--- config.mk ---
export PLATFORM = sky130hd
export DESIGN_NAME = rename_free_list_with_rollback_top
export DESIGN_NICKNAME = d
export VERILOG_FILES = /design/src/design/rfl_pkg.sv /design/src/design/rename_free_list_with_rollback_top.sv
export SDC_FILE = /design/constraint.sdc
export NUM_CORES = 1
export LEC_CHECK = 0
export ABC_AREA = 1
export BUFFER_PORTS_ARGS = -buffer_cell sky130_fd_sc_hd__buf_2
export CAP_MARGIN = 10
export CELL_PAD_IN_SITES_DETAIL_PLACEMENT = 0
export CELL_PAD_IN_SITES_GLOBAL_PLACEMENT = 1
export CORE_MARGIN = 2
export CORE_UTILIZATION = 30
export CTS_BUF_LIST = sky130_fd_sc_hd__clkbuf_8
export CTS_CLUSTER_SIZE = 40
export DETAILED_ROUTE_END_ITERATION = 7
export PLACE_DENSITY_LB_ADDON = 0.1
export SYNTH_ARGS = -nofsm -noshare
export SYNTH_HDL_FRONTEND = slang
export SYNTH_SLANG_ARGS = --single-unit
--- constraint.sdc ---
create_clock -name clk -period 3.8 [get_ports clk]
set_input_delay 0.38 -clock clk [delete_from_list [all_inputs] [get_ports clk]]
set_output_delay 0.38 -clock clk [all_outputs]
set_load 0.005 [all_outputs]
--- src/design/rfl_pkg.sv ---
// Shared constants and types for the rename free list.
// No dependencies; imported by rename_free_list_with_rollback_top.
package rfl_pkg;

  localparam int DEPTH = 64;
  localparam int PTR_W = $clog2(DEPTH);
  localparam int CNT_W = PTR_W + 1;
  localparam int TAG_W = 6;
  localparam int CMD_W = 3;
  localparam int ST_W  = 2;

  typedef logic [PTR_W-1:0] ptr_t;
  typedef logic [CNT_W-1:0] cnt_t;
  typedef logic [TAG_W-1:0] tag_t;

  typedef enum logic [CMD_W-1:0] {
    CMD_QUERY    = 3'd0,
    CMD_RELEASE  = 3'd1,
    CMD_ALLOC    = 3'd2,
    CMD_COMMIT   = 3'd3,
    CMD_ROLLBACK = 3'd4
  } cmd_t;

  typedef enum logic [ST_W-1:0] {
    ST_OK     = 2'd0,
    ST_DUP    = 2'd1,
    ST_EMPTY  = 2'd2,
    ST_PASTHD = 2'd3
  } status_t;

  // Tag that a ring entry holds after reset: entry i holds tag i+1, last entry 0
  function automatic tag_t ring_rst_val(input ptr_t addr);
    ptr_t nxt;
    nxt = addr + ptr_t'(1);
    return tag_t'(nxt);
  endfunction

endpackage

--- src/design/rename_free_list_with_rollback_top.sv ---
// Rename free list with speculative and committed heads over one tag ring.
// Depends on rfl_pkg (sizes, command and status codes, ring reset values).

// One command beat is accepted every cycle unless out_tready stalls a full
// output register, and its result beat is loaded into the output register in
// the next cycle; throughput is one beat per clock, limited by the single
// register stage and that back-pressure. The tag ring is a 64-entry memory
// with one write port (tail) and two registered read ports that prefetch the
// entry after the speculative head and the entry after the committed head;
// the head tags themselves are kept in registers, so allocate, commit and
// rollback need no memory read. Ring entries carry valid bits, so no clearing
// pass is needed after reset. The result reports the tag at the speculative
// head (0 when empty), an empty flag, and a status: duplicate release, allocate
// when empty and commit with nothing pending are dropped and only flagged.
module rename_free_list_with_rollback_top
  import rfl_pkg::*;
(
  input  logic       clk,
  input  logic       rst_n,
  input  logic       in_tvalid,
  output logic       in_tready,
  input  logic [7:0] in_tdata,   // [5:0] tag_in, [7:6] zero
  input  logic [2:0] in_tuser,   // [2:0] cmd
  output logic       out_tvalid,
  input  logic       out_tready,
  output logic [7:0] out_tdata,  // [5:0] head_tag, [6] is_empty, [7] zero
  output logic [1:0] out_tuser   // [1:0] status
);

  // Pointers, counts and presence bitmap
  ptr_t spec_head_r, spec_head_nxt;
  ptr_t commit_head_r, commit_head_nxt;
  ptr_t tail_r, tail_nxt;
  cnt_t spec_cnt_r, spec_cnt_nxt;
  cnt_t commit_cnt_r, commit_cnt_nxt;
  logic [DEPTH-1:0] present_r, present_nxt;

  // Cached tags at the two heads
  tag_t sh_tag_r, sh_tag_nxt;
  tag_t ch_tag_r, ch_tag_nxt;

  // Ring memory, valid bits and prefetch read registers
  tag_t             ring_mem [DEPTH];
  logic [DEPTH-1:0] ring_vld_r;
  ptr_t             rd_s_addr, rd_c_addr;
  tag_t             rd_s_data_r, rd_c_data_r;
  logic             rd_s_vld_r, rd_c_vld_r;
  logic             wr_last_vld_r;
  ptr_t             wr_last_addr_r;
  tag_t             wr_last_tag_r;

  // Output register
  logic            out_valid_r, out_valid_nxt;
  tag_t            out_tag_r, out_tag_nxt;
  logic            out_empty_r, out_empty_nxt;
  status_t         out_st_r, out_st_nxt;

  logic    accept;
  cmd_t    cmd;
  tag_t    tag_in;
  logic    wr_en;
  status_t st;
  ptr_t    spec_succ, commit_succ;
  tag_t    sn_mem, cn_mem, sn_cur, cn_cur;
  tag_t    sh_eff, sn_eff, ch_eff, cn_eff;

  assign in_tready = !out_valid_r || out_tready;
  assign accept    = in_tvalid && in_tready;
  assign cmd       = cmd_t'(in_tuser[CMD_W-1:0]);
  assign tag_in    = in_tdata[TAG_W-1:0];

  assign spec_succ   = spec_head_r + ptr_t'(1);
  assign commit_succ = commit_head_r + ptr_t'(1);

  // Resolve the entries after each head: memory data, then the write of the last cycle
  assign sn_mem = rd_s_vld_r ? rd_s_data_r : ring_rst_val(spec_succ);
  assign cn_mem = rd_c_vld_r ? rd_c_data_r : ring_rst_val(commit_succ);
  assign sn_cur = (wr_last_vld_r && wr_last_addr_r == spec_succ) ? wr_last_tag_r : sn_mem;
  assign cn_cur = (wr_last_vld_r && wr_last_addr_r == commit_succ) ? wr_last_tag_r : cn_mem;

  // Forward a release written in this cycle into every view that reads that slot
  assign sh_eff = (wr_en && tail_r == spec_head_r)   ? tag_in : sh_tag_r;
  assign sn_eff = (wr_en && tail_r == spec_succ)     ? tag_in : sn_cur;
  assign ch_eff = (wr_en && tail_r == commit_head_r) ? tag_in : ch_tag_r;
  assign cn_eff = (wr_en && tail_r == commit_succ)   ? tag_in : cn_cur;

  // Decode the command beat and compute the next state
  always_comb begin
    wr_en           = 1'b0;
    st              = ST_OK;
    spec_head_nxt   = spec_head_r;
    commit_head_nxt = commit_head_r;
    tail_nxt        = tail_r;
    spec_cnt_nxt    = spec_cnt_r;
    commit_cnt_nxt  = commit_cnt_r;
    present_nxt     = present_r;
    if (accept) begin
      case (cmd)
        CMD_RELEASE: begin
          // Tags are TAG_W bits wide and DEPTH covers them, so no range check
          if (present_r[tag_in] || commit_cnt_r >= cnt_t'(DEPTH)) begin
            st = ST_DUP;
          end else begin
            wr_en               = 1'b1;
            tail_nxt            = tail_r + ptr_t'(1);
            present_nxt[tag_in] = 1'b1;
            spec_cnt_nxt        = spec_cnt_r + cnt_t'(1);
            commit_cnt_nxt      = commit_cnt_r + cnt_t'(1);
          end
        end
        CMD_ALLOC: begin
          if (spec_cnt_r == '0) begin
            st = ST_EMPTY;
          end else begin
            spec_head_nxt = spec_succ;
            spec_cnt_nxt  = spec_cnt_r - cnt_t'(1);
          end
        end
        CMD_COMMIT: begin
          if (commit_cnt_r <= spec_cnt_r) begin
            st = ST_PASTHD;
          end else begin
            present_nxt[ch_eff] = 1'b0;
            commit_head_nxt     = commit_succ;
            commit_cnt_nxt      = commit_cnt_r - cnt_t'(1);
          end
        end
        CMD_ROLLBACK: begin
          spec_head_nxt = commit_head_r;
          spec_cnt_nxt  = commit_cnt_r;
        end
        default: begin
          // query and unused codes leave the state alone
        end
      endcase
    end
  end

  // Pick the tags now sitting at each head
  always_comb begin
    sh_tag_nxt = sh_tag_r;
    ch_tag_nxt = ch_tag_r;
    if (accept) begin
      sh_tag_nxt = sh_eff;
      ch_tag_nxt = ch_eff;
      if (spec_head_nxt == spec_succ && spec_head_nxt != spec_head_r) begin
        sh_tag_nxt = sn_eff;
      end else if (cmd == CMD_ROLLBACK) begin
        sh_tag_nxt = ch_eff;
      end
      if (commit_head_nxt != commit_head_r) begin
        ch_tag_nxt = cn_eff;
      end
    end
  end

  // Build the result beat
  always_comb begin
    out_tag_nxt   = out_tag_r;
    out_empty_nxt = out_empty_r;
    out_st_nxt    = out_st_r;
    out_valid_nxt = out_valid_r && !out_tready;
    if (accept) begin
      out_valid_nxt = 1'b1;
      out_empty_nxt = (spec_cnt_nxt == '0);
      out_tag_nxt   = (spec_cnt_nxt == '0) ? tag_t'(0) : sh_tag_nxt;
      out_st_nxt    = st;
    end
  end

  // Prefetch the entries after the heads the next cycle will see
  assign rd_s_addr = rst_n ? spec_head_nxt + ptr_t'(1) : ptr_t'(1);
  assign rd_c_addr = rst_n ? commit_head_nxt + ptr_t'(1) : ptr_t'(1);

  // Ring memory: one write port, two registered read ports
  always_ff @(posedge clk) begin
    if (wr_en) begin
      ring_mem[tail_r] <= tag_in;
    end
    rd_s_data_r    <= ring_mem[rd_s_addr];
    rd_c_data_r    <= ring_mem[rd_c_addr];
    wr_last_addr_r <= tail_r;
    wr_last_tag_r  <= tag_in;
  end

  // Ring valid bits and read-side tracking
  always_ff @(posedge clk) begin
    if (!rst_n) begin
      ring_vld_r    <= '0;
      rd_s_vld_r    <= 1'b0;
      rd_c_vld_r    <= 1'b0;
      wr_last_vld_r <= 1'b0;
    end else begin
      if (wr_en) begin
        ring_vld_r[tail_r] <= 1'b1;
      end
      rd_s_vld_r    <= ring_vld_r[rd_s_addr];
      rd_c_vld_r    <= ring_vld_r[rd_c_addr];
      wr_last_vld_r <= wr_en;
    end
  end

  // Hold pointers, counts, bitmap, head tags and the result valid flag
  always_ff @(posedge clk) begin
    if (!rst_n) begin
      spec_head_r   <= '0;
      commit_head_r <= '0;
      tail_r        <= ptr_t'(DEPTH - 1);
      spec_cnt_r    <= cnt_t'(DEPTH - 1);
      commit_cnt_r  <= cnt_t'(DEPTH - 1);
      present_r     <= {{(DEPTH-1){1'b1}}, 1'b0};
      sh_tag_r      <= ring_rst_val('0);
      ch_tag_r      <= ring_rst_val('0);
      out_valid_r   <= 1'b0;
    end else begin
      spec_head_r   <= spec_head_nxt;
      commit_head_r <= commit_head_nxt;
      tail_r        <= tail_nxt;
      spec_cnt_r    <= spec_cnt_nxt;
      commit_cnt_r  <= commit_cnt_nxt;
      present_r     <= present_nxt;
      sh_tag_r      <= sh_tag_nxt;
      ch_tag_r      <= ch_tag_nxt;
      out_valid_r   <= out_valid_nxt;
    end
  end

  always_ff @(posedge clk) begin
    out_tag_r   <= out_tag_nxt;
    out_empty_r <= out_empty_nxt;
    out_st_r    <= out_st_nxt;
  end

  assign out_tvalid = out_valid_r;
  assign out_tdata  = {1'b0, out_empty_r, out_tag_r};
  assign out_tuser  = out_st_r;

  // The speculative view never holds more than the committed view
  a_spec_le_commit: assert property (@(posedge clk) disable iff (!rst_n)
    spec_cnt_r <= commit_cnt_r)
    else $error("speculative count exceeds committed count");

  // Bitmap population tracks the committed count
  a_present_count: assert property (@(posedge clk) disable iff (!rst_n)
    $countones(present_r) == int'(commit_cnt_r))
    else $error("presence bitmap out of step with committed count");

  // Tail sits spec_cnt entries past the speculative head
  a_tail_pos: assert property (@(posedge clk) disable iff (!rst_n)
    tail_r == ptr_t'(spec_head_r + ptr_t'(spec_cnt_r)))
    else $error("tail pointer inconsistent with speculative head");

  // Pending allocations are exactly the gap between the two heads
  a_head_gap: assert property (@(posedge clk) disable iff (!rst_n)
    spec_head_r == ptr_t'(commit_head_r + ptr_t'(commit_cnt_r - spec_cnt_r)))
    else $error("head gap inconsistent with counts");

endmodule
**Word-level counts from Yosys, hierarchy flattened**

Memories as Yosys holds them, arrays and structs flattened. A register that Yosys moved wholly into a read port is not among the register bits.
Cells that the tools add are included.

- Add/subtract/negate cells: 11
- Order comparisons: 10
- Eq/ne operators: 15
- Multiplexer cells: 52
- Bitwise operators: 5
- Reduce and logical (&&, ||, !) cells: 21

Operators with widths:

| kind | number |
|---|---|
| 64-bit 2-to-1 mux | 2 |
| 64-bit OR | 2 |
| 64-bit one-hot mux with 2 select lines | 1 |
| 6-bit 2-to-1 mux | 19 |
| 64-bit bitwise AND | 1 |
| 64-bit NOT | 1 |
| 6-bit by 1-bit adder with 6-bit output, second input constant | 7 |
| 6-bit equality test | 7 |
| 6-bit by 7-bit less-than comparator with 1-bit output, second input constant | 5 |
| 7-bit 2-to-1 mux | 5 |
| 7-bit one-hot mux with 3 select lines | 1 |
| 1-bit binary-select mux with 6-bit select | 3 |
| 1-bit demux with 6-bit select | 3 |
| 6-bit by 1-bit greater-or-equal comparator with 1-bit output, second input constant | 3 |
| 7-bit by 1-bit adder with 7-bit output, second input constant | 2 |
| 7-bit zero test | 2 |
| 7-bit one-hot mux with 2 select lines | 1 |
| 7-bit by 1-bit subtractor with 7-bit output, second input constant | 2 |
| 1-bit 2-to-1 mux | 13 |
| 1-bit logical AND | 12 |
| 6-bit inequality test | 2 |
| 6-bit one-hot mux with 2 select lines | 1 |
| 7-bit greater-or-equal comparator, second input constant | 1 |
| 7-bit <= comparator | 1 |
| 12 further kinds | 17 |

- Register bits after elaboration: 197
- Memory bits (writable): 384
- Input bits: 15
- Output and inout port bits: 12
- Logic and storage cells: 133
- Memories: 1

Memories:

| memory | depth | bits a word | read ports | clocked after Yosys merged registers in | write ports | RTL line | text |
|---|---|---|---|---|---|---|---|
| ring_mem | 64 | 6 | 2 | 2 | 1 | rename_free_list_with_rollback_top.sv:43 | `tag_t ring_mem [DEPTH];` |

**Longest topological paths before layout**

- Word-level depth: 16
- Mapped depth: 24
- Gate-level depth less buffers: 21

**Worst setup path before layout**

Ideal clock, no wire load.

- Kind: reg2reg
- From: reg spec_cnt_r[4]
- To: reg rd_c_data_r[0], read port of ring_mem
- Setup time: 0.114 ns
- Arrival: 3.456 ns
- Data required time: 3.686 ns
- Slack: 0.230 ns
- Cell stages (with the launch flop): 23
- Path buffers: 3
- Period minus slack after synthesis: 3.570 ns
- Path through: dfxtp_1 > clkinv_1 > ha_1 > nand2_1 > nor2_1 > nand2_1 > nand2_1 > nand3_1 > nand2_2 > nand2_1 > inv_2 > clkbuf_1 > ha_1 > nand2_1 > clkbuf_1 > clkbuf_1 > a21oi_1 > o21ai_0 > nand3_1 > nand3_1 > nand3_1 > nand3_1 > nand2_1

- Word-level cells in the longest chain between the ends: 6

RTL lines:

| what | RTL line | text |
|---|---|---|
| from (decl) | rename_free_list_with_rollback_top.sv:34 | `cnt_t spec_cnt_r, spec_cnt_nxt;` |
| from (signal assigned) | rename_free_list_with_rollback_top.sv:209 | `spec_cnt_r <= cnt_t'(DEPTH - 1);` |
| from (signal assigned) | rename_free_list_with_rollback_top.sv:219 | `spec_cnt_r <= spec_cnt_nxt;` |
| 7-bit <= comparator | rename_free_list_with_rollback_top.sv:120 | `if (commit_cnt_r <= spec_cnt_r) begin` |
| 6-bit 2-to-1 mux | rename_free_list_with_rollback_top.sv:120 |  |
| 6-bit 2-to-1 mux | rename_free_list_with_rollback_top.sv:98 | `case (cmd)` |
| 6-bit 2-to-1 mux | rename_free_list_with_rollback_top.sv:97 | `if (accept) begin` |
| named net commit_head_nxt[0] | rename_free_list_with_rollback_top.sv:32 | `ptr_t commit_head_r, commit_head_nxt;` |
| 6-bit by 1-bit adder with 6-bit output | rename_free_list_with_rollback_top.sv:173 | `assign rd_c_addr = rst_n ? commit_head_nxt + ptr_t'(1) : ptr_t'(1);` |
| 6-bit 2-to-1 mux | rename_free_list_with_rollback_top.sv:173 |  |
| to (decl) | rename_free_list_with_rollback_top.sv:46 | `tag_t rd_s_data_r, rd_c_data_r;` |

The timed path passes the listed nets, and every way through them passes these cells.
A chain may end at the register's enable or synchronous reset.

**Final worst setup path**

- From: reg spec_cnt_r[1]
- To: reg rd_s_data_r[3], read port of ring_mem

- Word-level cells in the longest chain between the ends: 6

RTL lines:

| what | RTL line | text |
|---|---|---|
| 7-bit zero test | rename_free_list_with_rollback_top.sv:112 | `if (spec_cnt_r == '0) begin` |
| 6-bit 2-to-1 mux | rename_free_list_with_rollback_top.sv:112 |  |
| 6-bit one-hot mux with 2 select lines | rename_free_list_with_rollback_top.sv:98 |  |
| 6-bit 2-to-1 mux | rename_free_list_with_rollback_top.sv:97 |  |
| 6-bit by 1-bit adder with 6-bit output | rename_free_list_with_rollback_top.sv:172 | `assign rd_s_addr = rst_n ? spec_head_nxt + ptr_t'(1) : ptr_t'(1);` |
| 6-bit 2-to-1 mux | rename_free_list_with_rollback_top.sv:172 |  |
| to (decl) | rename_free_list_with_rollback_top.sv:46 |  |

Every way passes these cells.

==> impl_results.md <==
* Async set-or-reset flop fraction in the synthesized netlist at 0%
* Power Total at between 10 and 15 mW
* Flop and latch count out of synthesis at just under 600
* Ranking of synthesized cells by area: sky130_fd_sc_hd__edfxtp_1 37%, sky130_fd_sc_hd__dfxtp_1 12%, sky130_fd_sc_hd__nand3_1 8.6%
* Post-place setup slack at -6.161 ps
* Hold Path Cell Cnt at 2
* Die width at roughly 330 µm
* Critical Path Sink Type: flip-flop
* Routed vias at around 29000
* Via count of the first global-routing pass at 28210
* Reg clk slew, reported paths at about 60 ps
* Post-Place Cells at 5426
* Final net count at roughly 4200
* Design area at ~38000 µm²
* Fraction of power spent switching nets at roughly 28%
* Number of nets produced by synthesis at slightly above 4000
* Layout cells sized above 1 at 13.24%
* Post-synth EDFFs at around 390
* Count of mapped cells out of synthesis at 4012
* Static Leakage at approximately 15 nW
* Most common cell after layout, fill and taps aside: sky130_fd_sc_hd__nand2_1
* Biggest area consumer among synthesized cells: sky130_fd_sc_hd__edfxtp_1
* TritonCTS Sinks at 593
* Initial Utilization at 30.13%
* Count of standard-cell rows at 120
* Share of the clock period used by the worst path after layout at ~95%
* Combinational share of power at a little over a tenth
* Number of nets with antenna violations after detailed routing at 0
* Slew headroom at a little over a third
* Largest net degree at the start of global routing at between 90 and 100
* Crit-path max FO at approximately 40
* # setup viols final at 0
* Total clock buffers created by CTS at around 120
* Non-filler cells, final at 5656
* RSZ-0062 raised after global routing: false
* Worst reg-to-reg setup slack at slightly below 200 ps
* Fillcell total at between 10000 and 15000
* Tightest hold margin at about 130 ps
* Power per Cell Area at approximately 390 nW/µm²
* Count of endpoints failing hold in the final timing report at 0
* Main synth FF type: sky130_fd_sc_hd__edfxtp_1
* Clock Tree Buf Depth at 3
* TritonCTS clock tree: yes
* WHS Endpoint: wr_last_tag_r[4]
* Number of cells traversed by the worst register-to-register path at 20
* Die Height at approximately 330 µm
* Number of antenna violations at the first check in global routing at 2
* Final estimated routing congestion in global placement at 0.8640
* Net switching power figure at a little over 4 mW
* Proportion of power drawn by flip-flops and latches at 47.1%
* Synthesis-to-layout area growth at 17.66%
* Startpoint of the lowest-slack register-to-register path: spec_cnt_r[1]
* Share of synthesized area occupied by flip-flops and latches at about half
* Peak supply drop at slightly above 0.2 mV
* Port Buffers at 23
* Hold Path Origin: in_tdata[4]
* Capture point of the worst reg-to-reg path: rd_s_data_r[3]
* Wire per inst at about 23 µm
* Drt pass-1 iters at 5
* Final-report max-slew violation count at 0
* Synth Area per Inst at about 8.0 µm²
* Post-Route Skew at 32.90 ps
* Final worst path period need at between 3000 and 4000 ps
* Placement-stage cell area at between 30000 and 40000 µm²
* Status: finished clean
* FMAX at roughly 0.28 GHz
* First-pass GRT wire length at ~190 mm
* Total grt overflow at 0
* CP arrival at 4290 ps
* Routed wire length at roughly 130 mm
* Detailed placer's ending HPWL at between 80 and 90 mm
* CTS Root Buffer Type: sky130_fd_sc_hd__clkbuf_8
* Number of maximum-capacitance constraint violations at 0
* Area share of the leading cell type in the synthesized netlist at between 30% and 40%
* All-Layer GR Usage at between 20% and 30%
* Total internal power at approximately 11 mW
* Die area at 109900 µm²
* Type of the most critical hold path: in2reg
* Mapped Area at roughly 32000 µm²
* Proportion of power drawn by the clock network at between 40% and 50%
* DRC violation count after routing at 0
* Worst Setup Slack, final at around 200 ps
* Clock insertion delay at the later pin of the skew report at between 700 and 800 ps
* Total negative setup slack at 0 ps
* Core ar. at 106800 µm²
* Type of the setup path with the least slack: reg2reg
* Synth Warn # at 0
* Required time at the worst-slack endpoint at between 4000 and 5000 ps
* Kind of start point of the critical path: flip-flop
* Count of H-tree levels built during CTS at 3
* Number of distinct library cells after synthesis at 55
* Vias per std cell at slightly above 5
* Number of DRC violations after detailed-routing iteration 0 at slightly above 2000
* Ports placed on the boundary at 27
* Top library cells by usage in the layout, fill and taps aside: 684 x sky130_fd_sc_hd__nand2_1, 528 x sky130_fd_sc_hd__nand3_1, 451 x sky130_fd_sc_hd__inv_1
* Worst-margin pin slew at between 900 and 1000 ps
* Final cell utilization of the core at between 30 and 40%
==> flip-flops by register name (all words and copies together), names as in the netlist, 7 cells and up <==
name,cells
commit_cnt_r,7
present_r,64
ring_mem,384
ring_vld_r,64
spec_cnt_r,7
==> final cells by class <==
type	count	area (µm²)	area share (%)
clock inverter	83	382.9	1.012
sequential	593	15810	41.76
timing repair buffer	269	2613	6.902
multi-input combinational	2730	13750	36.32
tap	1403	1755	4.638
inverter	443	1700	4.492
clock buffer	134	1844	4.872
antenna	1	2.502	0.006611
==> worst max-delay path, cell delays in order, from the launching register on <==
cell	delay [ps]
sky130_fd_sc_hd__dfxtp_1	310
sky130_fd_sc_hd__inv_1	130
sky130_fd_sc_hd__ha_1	230
sky130_fd_sc_hd__nand3_2	130
sky130_fd_sc_hd__nor3_1	190
sky130_fd_sc_hd__buf_4	160
sky130_fd_sc_hd__nand3_1	100
sky130_fd_sc_hd__nand3_4	110
sky130_fd_sc_hd__nand2_4	70
sky130_fd_sc_hd__inv_4	80
sky130_fd_sc_hd__ha_1	230
sky130_fd_sc_hd__nand2_1	170
sky130_fd_sc_hd__clkinv_4	240
sky130_fd_sc_hd__buf_12	250
sky130_fd_sc_hd__a21oi_1	150
sky130_fd_sc_hd__o21ai_0	100
sky130_fd_sc_hd__nand3_1	110
sky130_fd_sc_hd__nand3_1	160
sky130_fd_sc_hd__nand3_2	200
sky130_fd_sc_hd__nand3_1	120
sky130_fd_sc_hd__nand2_1	180
==> kinds of logic after synthesis <==
family	after synthesis	synth area share, %
AOI/OAI and AO/OA	900	15.28
and+or+nand+nor	1763	24.86
buffers and inverters	689	8.611
xor gates and xnor gates	42	1.143
adders and majority gates	24	0.9568
other	1	0.01166
DFF	593	49.13
==> cells in the mapped netlist (13+ instances only) <==
| library cell | number |
|---|---|
| sky130_fd_sc_hd__a21oi_1 | 406 |
| sky130_fd_sc_hd__buf_1 | 20 |
| sky130_fd_sc_hd__buf_2 | 72 |
| sky130_fd_sc_hd__clkbuf_1 | 137 |
| sky130_fd_sc_hd__dfxtp_1 | 200 |
| sky130_fd_sc_hd__edfxtp_1 | 393 |
| sky130_fd_sc_hd__ha_1 | 23 |
| sky130_fd_sc_hd__inv_1 | 411 |
| sky130_fd_sc_hd__inv_2 | 24 |
| sky130_fd_sc_hd__nand2_1 | 686 |
| sky130_fd_sc_hd__nand2_2 | 15 |
| sky130_fd_sc_hd__nand3_1 | 550 |
| sky130_fd_sc_hd__nand4_1 | 72 |
| sky130_fd_sc_hd__nor2_1 | 345 |
| sky130_fd_sc_hd__nor2_2 | 18 |
| sky130_fd_sc_hd__nor2_4 | 15 |
| sky130_fd_sc_hd__nor3_1 | 17 |
| sky130_fd_sc_hd__nor3_2 | 13 |
| sky130_fd_sc_hd__o211ai_1 | 132 |
| sky130_fd_sc_hd__o21ai_0 | 299 |
| sky130_fd_sc_hd__o21ai_1 | 39 |
| sky130_fd_sc_hd__xnor2_1 | 13 |
| sky130_fd_sc_hd__xor2_1 | 29 |
==> repair_timing <==
| item | in CTS | in global routing |
|---|---|---|
| cloned | 0 | 3 |
| endpoints found under the hold margin | 25 | 0 |
| hold buffers | 7 | 0 |
| pin swaps | 0 | 1 |
| setup buffers | 0 | 2 |
| resized for setup | 2 | 31 |
| setup endpoints to repair | 5 | 12 |
==> per-layer routing <==
| metal | GRT usage, % | part of all wire (%) |
|---|---|---|
| met1 | 30.44 | 45 |
| met2 | 38.42 | 47 |
| met3 | 2.473 | 4.1 |
| met4 | 8.413 | 3.2 |
| met5 | 0 | 0 |
==> worst max-delay path by stage <==
stage | slack (ps) | end | start
after floorplan | 230 | rd_c_data_r[0] | spec_cnt_r[4]
after global placement | -10 | rd_c_data_r[4] | spec_cnt_r[5]
after detailed placement | -6 | rd_c_data_r[4] | spec_cnt_r[4]
after CTS | 10 | rd_c_data_r[4] | spec_cnt_r[4]
after global routing | 1 | rd_c_data_r[0] | spec_cnt_r[6]
final | 200 | rd_s_data_r[3] | spec_cnt_r[1]
==> power by group through the flow <==
stage	clock (mW)	sequential [mW]	combinational (mW)
floorplan	0	7.08	0.854
global placement	0	7.10	1.52
detailed placement	0	7.10	1.51
CTS	6.49	6.96	1.52
global route	6.74	6.96	1.69
finish	6.28	6.96	1.54
(Power assumes the default switching activity.)
